## src/hdl/xsfb_pkg.sv

```systemverilog
`timescale 1ns / 1ps

package xsfb_pkg;

    localparam int MAX_WIDTH     = 128;
    localparam int MAX_HEIGHT    = 64;
    localparam int BYTES_PER_ROW = MAX_WIDTH / 8;
    localparam int STORE_DEPTH   = BYTES_PER_ROW * MAX_HEIGHT;
    localparam int ADDR_W        = $clog2(STORE_DEPTH);
    localparam int WB_W          = 5;
    localparam int BX_W          = 4;
    localparam int H_W           = 7;
    localparam int Y_W           = 6;
    localparam int DVD_W         = 8;
    localparam int CNT_W         = $clog2(DVD_W);
    localparam int PADDR_W       = 3;

    localparam logic [1:0] CMD_CLEAR = 2'd0;
    localparam logic [1:0] CMD_DRAW  = 2'd1;
    localparam logic [1:0] CMD_READ  = 2'd2;

    localparam logic REG_FRAME_WIDTH  = 1'b0;
    localparam logic REG_FRAME_HEIGHT = 1'b1;

    localparam logic [7:0]     FRAME_WIDTH_RST  = 8'd64;
    localparam logic [H_W-1:0] FRAME_HEIGHT_RST = 7'd32;

    typedef enum logic [3:0] {
        ST_CLEAR,
        ST_IDLE,
        ST_XMOD,
        ST_YMOD,
        ST_ADDR,
        ST_RD0,
        ST_MOD0,
        ST_RD1,
        ST_MOD1,
        ST_STEP,
        ST_OUT
    } state_t;

    // bytes per frame row, limited to 1 .. BYTES_PER_ROW
    function automatic logic [WB_W-1:0] eff_wb(input logic [7:0] fw);
        logic [WB_W-1:0] wb;
        wb = fw[7:3];
        if (wb == '0)
        begin
            wb = WB_W'(1);
        end
        else if (wb > WB_W'(BYTES_PER_ROW))
        begin
            wb = WB_W'(BYTES_PER_ROW);
        end
        return wb;
    endfunction

    // frame height, limited to 1 .. MAX_HEIGHT
    function automatic logic [H_W-1:0] eff_h(input logic [H_W-1:0] fh);
        logic [H_W-1:0] h;
        h = fh;
        if (h == '0)
        begin
            h = H_W'(1);
        end
        else if (h > H_W'(MAX_HEIGHT))
        begin
            h = H_W'(MAX_HEIGHT);
        end
        return h;
    endfunction

endpackage

```

## src/hdl/xsfb_mod.sv

```systemverilog
`timescale 1ns / 1ps

module xsfb_mod
    import xsfb_pkg::*;
(
    input  logic             clk,
    input  logic             rst_n,
    input  logic             start,
    input  logic [DVD_W-1:0] dividend,
    input  logic [H_W-1:0]   divisor,
    output logic             done,
    output logic [Y_W-1:0]   remainder
);

    logic             busy_reg;
    logic             done_reg;
    logic [CNT_W-1:0] cnt_reg;
    logic [DVD_W-1:0] dvd_reg;
    logic [H_W-1:0]   dvs_reg;
    logic [Y_W-1:0]   rem_reg;
    logic [Y_W-1:0]   rem_next;
    logic [H_W-1:0]   trial;

    // one restoring step: shift in a dividend bit, subtract if it fits
    always_comb
    begin
        trial = {rem_reg, dvd_reg[DVD_W-1]};
        if (trial >= dvs_reg)
        begin
            rem_next = Y_W'(trial - dvs_reg);
        end
        else
        begin
            rem_next = trial[Y_W-1:0];
        end
    end

    always_ff @(posedge clk or negedge rst_n)
    begin
        if (!rst_n)
        begin
            busy_reg <= 1'b0;
            done_reg <= 1'b0;
            cnt_reg  <= '0;
        end
        else if (start)
        begin
            busy_reg <= 1'b1;
            done_reg <= 1'b0;
            cnt_reg  <= '0;
        end
        else if (busy_reg)
        begin
            cnt_reg <= cnt_reg + 1'b1;
            if (cnt_reg == CNT_W'(DVD_W - 1))
            begin
                busy_reg <= 1'b0;
                done_reg <= 1'b1;
            end
        end
        else
        begin
            done_reg <= 1'b0;
        end
    end

    always_ff @(posedge clk)
    begin
        if (start)
        begin
            dvd_reg <= dividend;
            dvs_reg <= divisor;
            rem_reg <= '0;
        end
        else if (busy_reg)
        begin
            dvd_reg <= {dvd_reg[DVD_W-2:0], 1'b0};
            rem_reg <= rem_next;
        end
    end

    assign done      = done_reg;
    assign remainder = rem_reg;

endmodule
```

## config.mk

```make
export PLATFORM = sky130hd
export DESIGN_NAME = xsfb_mod
export DESIGN_NICKNAME = d
export VERILOG_FILES = /design/src/hdl/xsfb_pkg.sv /design/src/hdl/xsfb_mod.sv
export SDC_FILE = /design/constraint.sdc
export NUM_CORES = 1
export LEC_CHECK = 0
export BUFFER_PORTS_ARGS = -buffer_cell sky130_fd_sc_hd__buf_2
export CAP_MARGIN = 25
export CORE_MARGIN = 8
export CORE_UTILIZATION = 54
export CTS_CLUSTER_SIZE = 24
export DETAILED_ROUTE_END_ITERATION = 10
export PLACE_DENSITY = 0.8
export SYNTH_ARGS = -nofsm -noshare
export SYNTH_HDL_FRONTEND = slang
export SYNTH_SLANG_ARGS = --single-unit
export TNS_END_PERCENT = 1
```

## constraint.sdc

```tcl
create_clock -name clk -period 2.4 [get_ports clk]
set_input_delay 0.24 -clock clk [delete_from_list [all_inputs] [get_ports clk]]
set_output_delay 0.24 -clock clk [all_outputs]
set_load 0.05 [all_outputs]
```

==> results.txt, run 1 <==
Final Max Slew Viols - 0
Cell Area, Placed - 1510 um2
row count - 18
CTS clock-pin slew for the worst setup and hold paths - 0.13 ns
Worst EP arrival - 2.29 ns
die height - 66.3 um
IO buf count - 24
CORE AREA - 2430 um2
final worst path period need - 2.06 ns
root buffer cell - clkbuf_4
Detail Placement HPWL - 1.90 mm
worst vdd ir - 0.420 mV
max reg flops - 8
Filler cells - 217
startpoint types - register
RSZ-0062 raised after global routing - false
remaining antenna violation count - 0
1st-iter DRT viols - 30
Setup violations, final - 0
Synth cell types - 35
die area - 4390 um2
first-pass GRT wire length - 4.33 mm
number of remaining DRC errors - 0
syn_nets - 151
prevailing post-synth register cell - edfxtp_1
worst setup path class - reg -> reg
worst-path maximum fanout - 2
clock latency on the worst-skew pair - 0.32 ns
Critical Path Source - dvs_reg[0]
Rel. slew slack - 59.8%
layout cells sized above 1 - 25.2%
wire per inst - 14.0 um
highest clock rate - 486 MHz
sequential element share of the synthesized area - 51.0%
Pwr Density - 722 nW/um2
pin count of the biggest net entering global routing - 30
Leak - 0.724 nW
Post-synth ARST share - 19.2%
initial antenna violation count - 0
synth warn - 0
pre-CTS WS - 0.408 ns
H-tree Lvls - 1
total grt overflow - 0
worst reg2reg setup slack - 0.34 ns
clk sink count - 26
Initial Util - 56.1%
CTS Buf Count - 3
wirelength, routed - 2.49 mm
final setup TNS - 0 ns
Reg2Reg Launch Point - dvs_reg[0]
Ports - 25
Clock Skew - 0.00168 ns
post-CTS sizing - 0
clk buf depth - 2
CP Capture Type - register
Avg Cell Area, Syn - 11.2 um2
final hold viol count - 0
DR pass1 iterations - 4
worst hold slack - 0.0867 ns
post-route cell area - 1540 um2
crit share post-route - 85.8%
EDFF count, synth - 15
Post-layout nets - 177
FF+latch count, synth - 26
GRT Total Usage - 12.7%
# Max-Cap Violations - 0
Critical Path RT - 2.63 ns
status - complete, no violations
Area Overhead vs Synth - 13.0%
CTS tree - yes
Worst R2R End - remainder[4]
final worst slack - 0.342 ns
die width - 66.3 um
critical path endpoint - remainder[4]
Tightest Pin Transition - 0.603 ns
Post-Syn Area - 1370 um2
Vias - 961
vias in the first global route - 1021
Hold Path Class - in -> reg
Via density - 5.43
r2r worst-path depth - 7
cell count after synthesis - 122
n_diodes - 0
Placer Congestion - 0.825
[cells by family (layout without fill, tap and decap cells)]
| logic type | after synthesis | count (layout) | synth area share (%) |
|---|---|---|---|
| buffers and inverters | 13 | 38 | 3.67 |
| AOI/OAI and AO/OA | 19 | 19 | 9.62 |
| and+or+nand+nor | 37 | 37 | 13.1 |
| xor gates and xnor gates | 4 | 4 | 2.57 |
| DFF | 26 | 26 | 51.0 |
| muxes | 12 | 12 | 9.44 |
| adders and majority gates | 11 | 11 | 10.6 |
[area by class of cell]
class                   count  area [um2]  area share [%]
clock buffers               3        22.5            1.46
clock inverters             1        3.75           0.243
inverters                   9        33.8            2.19
multi-input cells          83         619            40.1
flip-flops and latches     26         696            45.1
well taps                  30        37.5            2.43
repair buffers             25         130            8.43
[synthesized netlist by cell type, drive strengths merged, types with 2 or more instances]
cell	n	share of area, %
a211oi	3	1.6
inv	9	2.5
a21oi	8	3.2
dfxtp	6	8.8
nor2	18	4.9
clkbuf	2	0.55
nand2	7	1.9
xor2	2	1.3
buf	2	0.64
xnor2	2	1.3
mux2	7	5.8
nand2b	3	1.4
o21ai	3	1.1
ha	10	9.2
dfrtp	5	9.2
edfxtp	15	33
mux2i	5	3.7
[stage by stage]
stage                     cells  power, mW  util, %
after global routing        177       1.19     63.4
after CTS                   177       1.13     63.4
after floorplan             122      0.849        -
after detailed placement    172      0.940     61.9
after global placement      172      0.924     61.9
final                       177       1.11     63.4
[critical path: stages (launching register included)]
cell	delay (ns)
edfxtp_1	0.42
ha_1	0.22
fa_1	0.40
or2b_1	0.25
a21oi_1	0.15
xor2_1	0.18
mux2i_1	0.09
a211oi_1	0.26
[what timing repair did]
| action | CTS | global route |
|---|---|---|
| hold endpoints to repair | 5 | 0 |
| setup buffers | 0 | 0 |
| setup endpoints to repair | 0 | 0 |
| hold buffers | 1 | 0 |
[placed cells by master (no fill, tap or decap)]
cell type | netlist | final
nand3b_1 | 1 | 1
nand2_1 | 7 | 7
or2_2 | 1 | 1
o21ai_1 | 1 | 1
a41o_1 | 1 | 1
ha_1 | 10 | 10
edfxtp_1 | 15 | 15
or2b_1 | 1 | 1
xor2_1 | 2 | 2
a311oi_2 | 1 | 1
nor3b_1 | 1 | 1
nor4b_1 | 1 | 1
xnor2_1 | 2 | 2
a211oi_1 | 3 | 3
and2_1 | 1 | 1
or4b_1 | 1 | 1
mux2_2 | 7 | 7
a21oi_1 | 7 | 7
o311ai_0 | 1 | 1
buf_2 | 1 | 24
a211o_1 | 1 | 1
a21oi_2 | 1 | 1
or3_1 | 1 | 1
clkbuf_4 | 0 | 3
nor2_1 | 18 | 18
nand2b_1 | 3 | 3
nor2b_1 | 1 | 1
mux2i_1 | 5 | 5
o21ai_0 | 2 | 2
dfrtp_1 | 5 | 5
inv_1 | 9 | 9
clkinv_1 | 0 | 1
dfxtp_1 | 6 | 6
fa_1 | 1 | 1
a21o_1 | 1 | 1
dlygate4sd3_1 | 0 | 1
[routing by layer]
layer	up-vias	wire length, um	global-route usage (%)
met5	-	0	0
met4	0	53	6.40
met3	7	116	3.56
met2	17	1320	22.3
met1	459	997	13.4
li1	478	-	-
[power by group]
part	internal, mW	switching [mW]	leakage [nW]
Clock	0.0609	0.123	0.0154
Sequential	0.523	0.0325	0.266
Combinational	0.147	0.226	0.442
Total	0.731	0.382	0.724
[worst min-delay path by stage]
| stage | startpoint | end | cells past startpoint |
|---|---|---|---|
| 3_5_place_dp | rst_n | cnt_reg[2] | 1 |
| 6_report | divisor[6] | dvs_reg[6] | 1 |
| 4_1_cts | divisor[6] | dvs_reg[6] | 1 |
| 2_1_floorplan | rst_n | busy_reg | 0 |
| 5_1_grt | divisor[4] | dvs_reg[4] | 1 |
| 3_3_place_gp | rst_n | cnt_reg[1] | 1 |
(Power assumes the default switching activity.)
==> run 2, diff against run 1 <==
- clock period: 2.4 -> 2.05 ns (I/O delays scaled with it)
==> results.txt, run 2 (synthesis results as in run 1) <==
die height - 66.3 um
startpoint types - register
CTS tree - yes
Reg2Reg Launch Point - dvs_reg[2]
clk sink count - 26
pin count of the biggest net entering global routing - 30
CP peak stage delay - 0.38 ns
CP max-delay cell - ha_2
worst-path maximum fanout - 6
n_diodes - 0
max reg flops - 8
H-tree Lvls - 1
worst reg2reg setup slack - 0.13 ns
1st-iter DRT viols - 29
critical path endpoint - remainder[0]
GRT Total Usage - 12.9%
most common cell after layout, fill and taps aside - buf_2
Total Power - 1.34 mW
Util after Layout - 64.5%
Critical Path RT - 2.23 ns
CORE AREA - 2430 um2
clock latency on the worst-skew pair - 0.32 ns
root buffer cell - clkbuf_4
Via density - 5.47
final hold viol count - 0
Vias - 980
Tightest Pin Transition - 0.612 ns
Worst R2R End - remainder[0]
DR pass1 iterations - 4
Setup violations, final - 0
Ports - 25
total grt overflow - 0
wire per inst - 14.9 um
# Max-Cap Violations - 0
Leak - 0.728 nW
Placer Congestion - 0.794
Area Overhead vs Synth - 14.8%
layout cells sized above 1 - 29.5%
Filler cells - 201
Post-layout nets - 179
remaining antenna violation count - 0
RSZ-0062 raised after global routing - true
Rel. slew slack - 59.2%
final worst path period need - 1.92 ns
crit share post-route - 93.9%
Post-CTS Setup Repair Bufs - 0
Worst EP arrival - 2.10 ns
wirelength, routed - 2.66 mm
first-pass GRT wire length - 4.53 mm
worst vdd ir - 0.537 mV
initial antenna violation count - 0
highest clock rate - 520 MHz
worst setup path class - reg -> reg
IO buf count - 24
clk buf depth - 2
Critical Path Source - dvs_reg[2]
Final Max Slew Viols - 0
Pwr Density - 856 nW/um2
number of remaining DRC errors - 0
status - complete, no violations
final setup TNS - 0 ns
CTS Buf Count - 3
Clock Skew - 0.00545 ns
die area - 4390 um2
Initial Util - 56.1%
Hold Path Class - in -> reg
row count - 18
Detail Placement HPWL - 1.97 mm
vias in the first global route - 1025
CTS clock-pin slew for the worst setup and hold paths - 0.14 ns
most frequent cells in the layout - 24 x buf_2, 18 x nor2_1, 15 x edfxtp_1
CP Capture Type - register
die width - 66.3 um
CP cell instances - inv_1, ha_2, nand2_1, o21ai_1, a21oi_2, buf_4, or3_1, o311ai_0
r2r worst-path depth - 8
==> run 2: cell count changes in the layout (fill, tap and decap cells not counted), moves of 2 or more <==
| cell | previous run | this run |
|---|---|---|
| dfxtp_2 | 0 | 2 |
| ha_2 | 0 | 2 |
| o21ai_1 | 1 | 3 |
| dfxtp_1 | 6 | 4 |
| ha_1 | 10 | 8 |
| buf_4 | 0 | 2 |
| o21ai_0 | 2 | 0 |
==> run 2: worst min-delay path by stage <==
stage                     startpoint    endpoint  depth (start not counted)
after floorplan                rst_n    busy_reg                          0
after global placement         rst_n  cnt_reg[1]                          1
after detailed placement       rst_n  cnt_reg[0]                          1
after CTS                 divisor[4]  dvs_reg[4]                          1
after global routing      divisor[2]  dvs_reg[2]                          1
final                     divisor[4]  dvs_reg[4]                          1
==> run 2: stage by stage <==
step	hold slack (ns)	instance area (um2)	cells	setup slack, ns
finish	0.0486	1570	179	0.126
CTS	0.0469	1560	179	0.0330
floorplan	-0.0906	1370	122	-0.0814
global route	0.0258	1570	179	-0.0327
global placement	0.0187	1520	174	0.163
detailed placement	0.0238	1520	174	0.0593
==> run 2: where the power goes <==
group	total [mW]	leakage, nW	internal [mW]	switching (mW)
sequential	0.654	0.267	0.615	0.0397
combinational	0.465	0.445	0.190	0.275
clock	0.223	0.0154	0.0712	0.151
total	1.34	0.728	0.876	0.466
==> run 2: layer usage <==
metal | GRT usage, % | vias up | routed length, um | part of all wire (%)
li1 | - | 482 | - | -
met1 | 14.8 | 484 | 1160 | 43
met2 | 23.2 | 12 | 1420 | 53
met3 | 2.88 | 2 | 67 | 2.5
met4 | 3.47 | 0 | 13 | 0.49
met5 | 0 | - | 0 | 0
==> run 2: layout make-up <==
cell class,instances,area [um2],share of cell area (%)
sequential,26,698,44.5
multi-input combinational,83,627,40.0
timing repair buffer,27,145,9.26
tap,30,37.5,2.39
inverter,9,33.8,2.15
clock buffer,3,22.5,1.44
clock inverter,1,3.75,0.239
==> run 2: worst max-delay path, delay by kind of cell (launching register included) <==
kind,cells,cell delay (ns)
and+or+nand+nor,2,0.41
DFF,1,0.35
adders and majority gates,1,0.38
buffers and inverters,2,0.21
AOI/OAI and AO/OA,3,0.44
==> run 2: timing repair <==
item	CTS	global route
endpoints found under the setup margin	0	5
resized for setup	0	6
hold buffers	1	0
hold endpoints to repair	5	0
==> run 3, diff against run 2 <==
- ABC_AREA: not set -> 1
- CORE_ASPECT_RATIO: not set -> 0.5
- CORE_UTILIZATION: 54 -> 55
- PLACE_DENSITY: 0.8 -> 0.81
==> results.txt, run 3 <==
number of remaining DRC errors - 0
die height - 52.0 um
Reg2Reg Launch Point - dvs_reg[0]
CTS clock-pin slew for the worst setup and hold paths - 0.09 ns
Clock Skew - 0.000588 ns
Pwr Density - 1040 nW/um2
DR pass1 iterations - 4
Via density - 4.80
clk buf depth - 2
Post-Syn Area - 1430 um2
root buffer cell - clkbuf_8
highest clock rate - 578 MHz
Placer Congestion - 0.867
Setup violations, final - 0
share of total power in combinational logic - 37.8%
# Max-Cap Violations - 0
Adder-Cell Fraction of Synth Area - 10.2%
Hold Path Class - in -> reg
largest family of logic cells by synthesized area - simple AND/OR/NAND/NOR gates
RSZ-0062 raised after global routing - false
most common cell after layout, fill and taps aside - nand2_1
Detail Placement HPWL - 2.05 mm
FF+latch count, synth - 26
Avg Cell Area, Syn - 9.27 um2
hold path start - divisor[4]
Vias - 1055
cell with the most instances after synthesis - nand2_1
Hold EP - dvs_reg[4]
Synth cell types - 26
H-tree Lvls - 1
placed insts - 215
Tightest Pin Transition - 0.420 ns
Area Overhead vs Synth - 17.5%
pin count of the biggest net entering global routing - 19
GRT Total Usage - 12.8%
synth cell count leaders - 47 x nand2_1, 24 x inv_1, 15 x edfxtp_1
Seq pwr share - 38.3%
Ports - 25
die area - 4580 um2
remaining antenna violation count - 0
final worst path period need - 1.73 ns
IO buf count - 24
row count - 13
worst vdd ir - 0.444 mV
worst reg2reg setup slack - 0.32 ns
final setup TNS - 0 ns
clk sink count - 26
EDFF count, synth - 15
Int Pwr - 1.11 mW
layout cells sized above 1 - 25.7%
Final Max Slew Viols - 0
post-CTS sizing - 0
CTS Buf Count - 3
cell count after synthesis - 154
Worst R2R End - remainder[4]
die width - 88.1 um
first-pass GRT wire length - 4.52 mm
Critical Path RT - 2.27 ns
synth top area cells - edfxtp_1 32%, nand2_1 12%, dfrtp_1 8.8%
max reg flops - 8
syn_nets - 183
Initial Util - 56.3%
final hold viol count - 0
kind of cell adding the most delay to the critical path - adder cells
initial antenna violation count - 0
Leak - 0.866 nW
prevailing post-synth register cell - edfxtp_1
fin cells - 220
synth warn - 0
sequential element share of the synthesized area - 48.7%
post-synth top area cell - edfxtp_1
sw power - 0.643 mW
CP max-delay cell - edfxtp_1
CP cell instances - ha_1, fa_1, nand3b_1, a21o_1, nand3_2, nand3_1, nand2_1
Post-synth ARST share - 19.2%
Rel. slew slack - 72.0%
CP peak stage delay - 0.44 ns
crit share post-route - 84.4%
area share of and/or/nand/nor cells after synthesis - 28.5%
multiplexer share of the synthesized area - 0%
Worst EP arrival - 1.95 ns
wirelength, routed - 2.70 mm
startpoint types - register
CORE AREA - 2540 um2
post-synthesis xor/xnor area fraction - 1.23%
Net Sw Frac - 36.8%
CP Capture Type - register
worst hold slack - 0.107 ns
wire per inst - 12.3 um
post-synthesis compound-gate area fraction - 3.94%
status - complete, no violations
worst-path maximum fanout - 2
CTS tree - yes
clock latency on the worst-skew pair - 0.27 ns
n_diodes - 0
total grt overflow - 0
Clk pwr share - 23.9%
buffers and inverters on the worst path - 0
Synth top area share - 31.6%
worst setup path class - reg -> reg
hold path cells - 1
Post-layout nets - 213
vias in the first global route - 1028
most frequent cells in the layout - 47 x nand2_1, 24 x inv_1, 24 x buf_2
1st-iter DRT viols - 59
r2r worst-path depth - 7
run 3: repair_timing:
item	in CTS	in global routing
hold buffers	1	0
endpoints found under the hold margin	5	0
setup buffers	0	0
run 3: metrics by stage:
step	power [mW]	cell area, um2	utilization (%)	worst slack [ns]
after floorplan	1.20	1430	-	0.199
after global placement	1.32	1600	62.9	0.475
after detailed placement	1.34	1600	62.9	0.379
after CTS	1.77	1680	66.1	0.328
after global routing	1.86	1680	66.1	0.247
final	1.75	1680	66.1	0.320
run 3: cell families (layout without fill, tap and decap cells):
family                     Yosys count  count (layout)
AOI/OAI and AO/OA                    7               7
xor gates and xnor gates             2               2
adders and majority gates           11              11
buffers and inverters               28              57
DFF                                 26              26
and+or+nand+nor                     80              80
run 3: per-layer routing:
metal | global-route usage [%] | vias to the layer above | share of wire, %
li1 | - | 561 | -
met1 | 14.7 | 466 | 44
met2 | 22.8 | 26 | 51
met3 | 3.45 | 2 | 3.7
met4 | 4.71 | 0 | 1.0
met5 | 0 | - | 0
run 3: worst reg2reg max path: stages, from the launching register on:
cell and delay (ns):
edfxtp_1 0.44, ha_1 0.22, fa_1 0.39, nand3b_1 0.21
a21o_1 0.21, nand3_2 0.07, nand3_1 0.06, nand2_1 0.08
run 3: power groups by stage:
stage | Clock [mW] | Sequential, mW | Combinational (mW)
5_1_grt | 0.454 | 0.679 | 0.726
2_1_floorplan | 0 | 0.796 | 0.407
3_5_place_dp | 0 | 0.679 | 0.657
3_3_place_gp | 0 | 0.676 | 0.647
6_report | 0.419 | 0.670 | 0.661
4_1_cts | 0.429 | 0.670 | 0.667
run 3: area by class of cell:
type	instances	area (um2)
repair buffers	26	138
multi-input cells	100	626
clock inverters	1	30.0
flip-flops and latches	26	696
inverters	27	101
well taps	37	46.3
fillers	194	860
clock buffers	3	41.3
run 3: worst max path at each step:
stage	start	endpoint	slack, ns	cells past startpoint
2_1_floorplan	remainder[0]	remainder[4]	0.20	7
3_3_place_gp	dvs_reg[0]	remainder[4]	0.47	7
3_5_place_dp	dvs_reg[0]	remainder[4]	0.38	7
4_1_cts	dvs_reg[0]	remainder[4]	0.33	7
5_1_grt	dvs_reg[0]	remainder[4]	0.25	7
6_report	dvs_reg[0]	remainder[4]	0.32	7
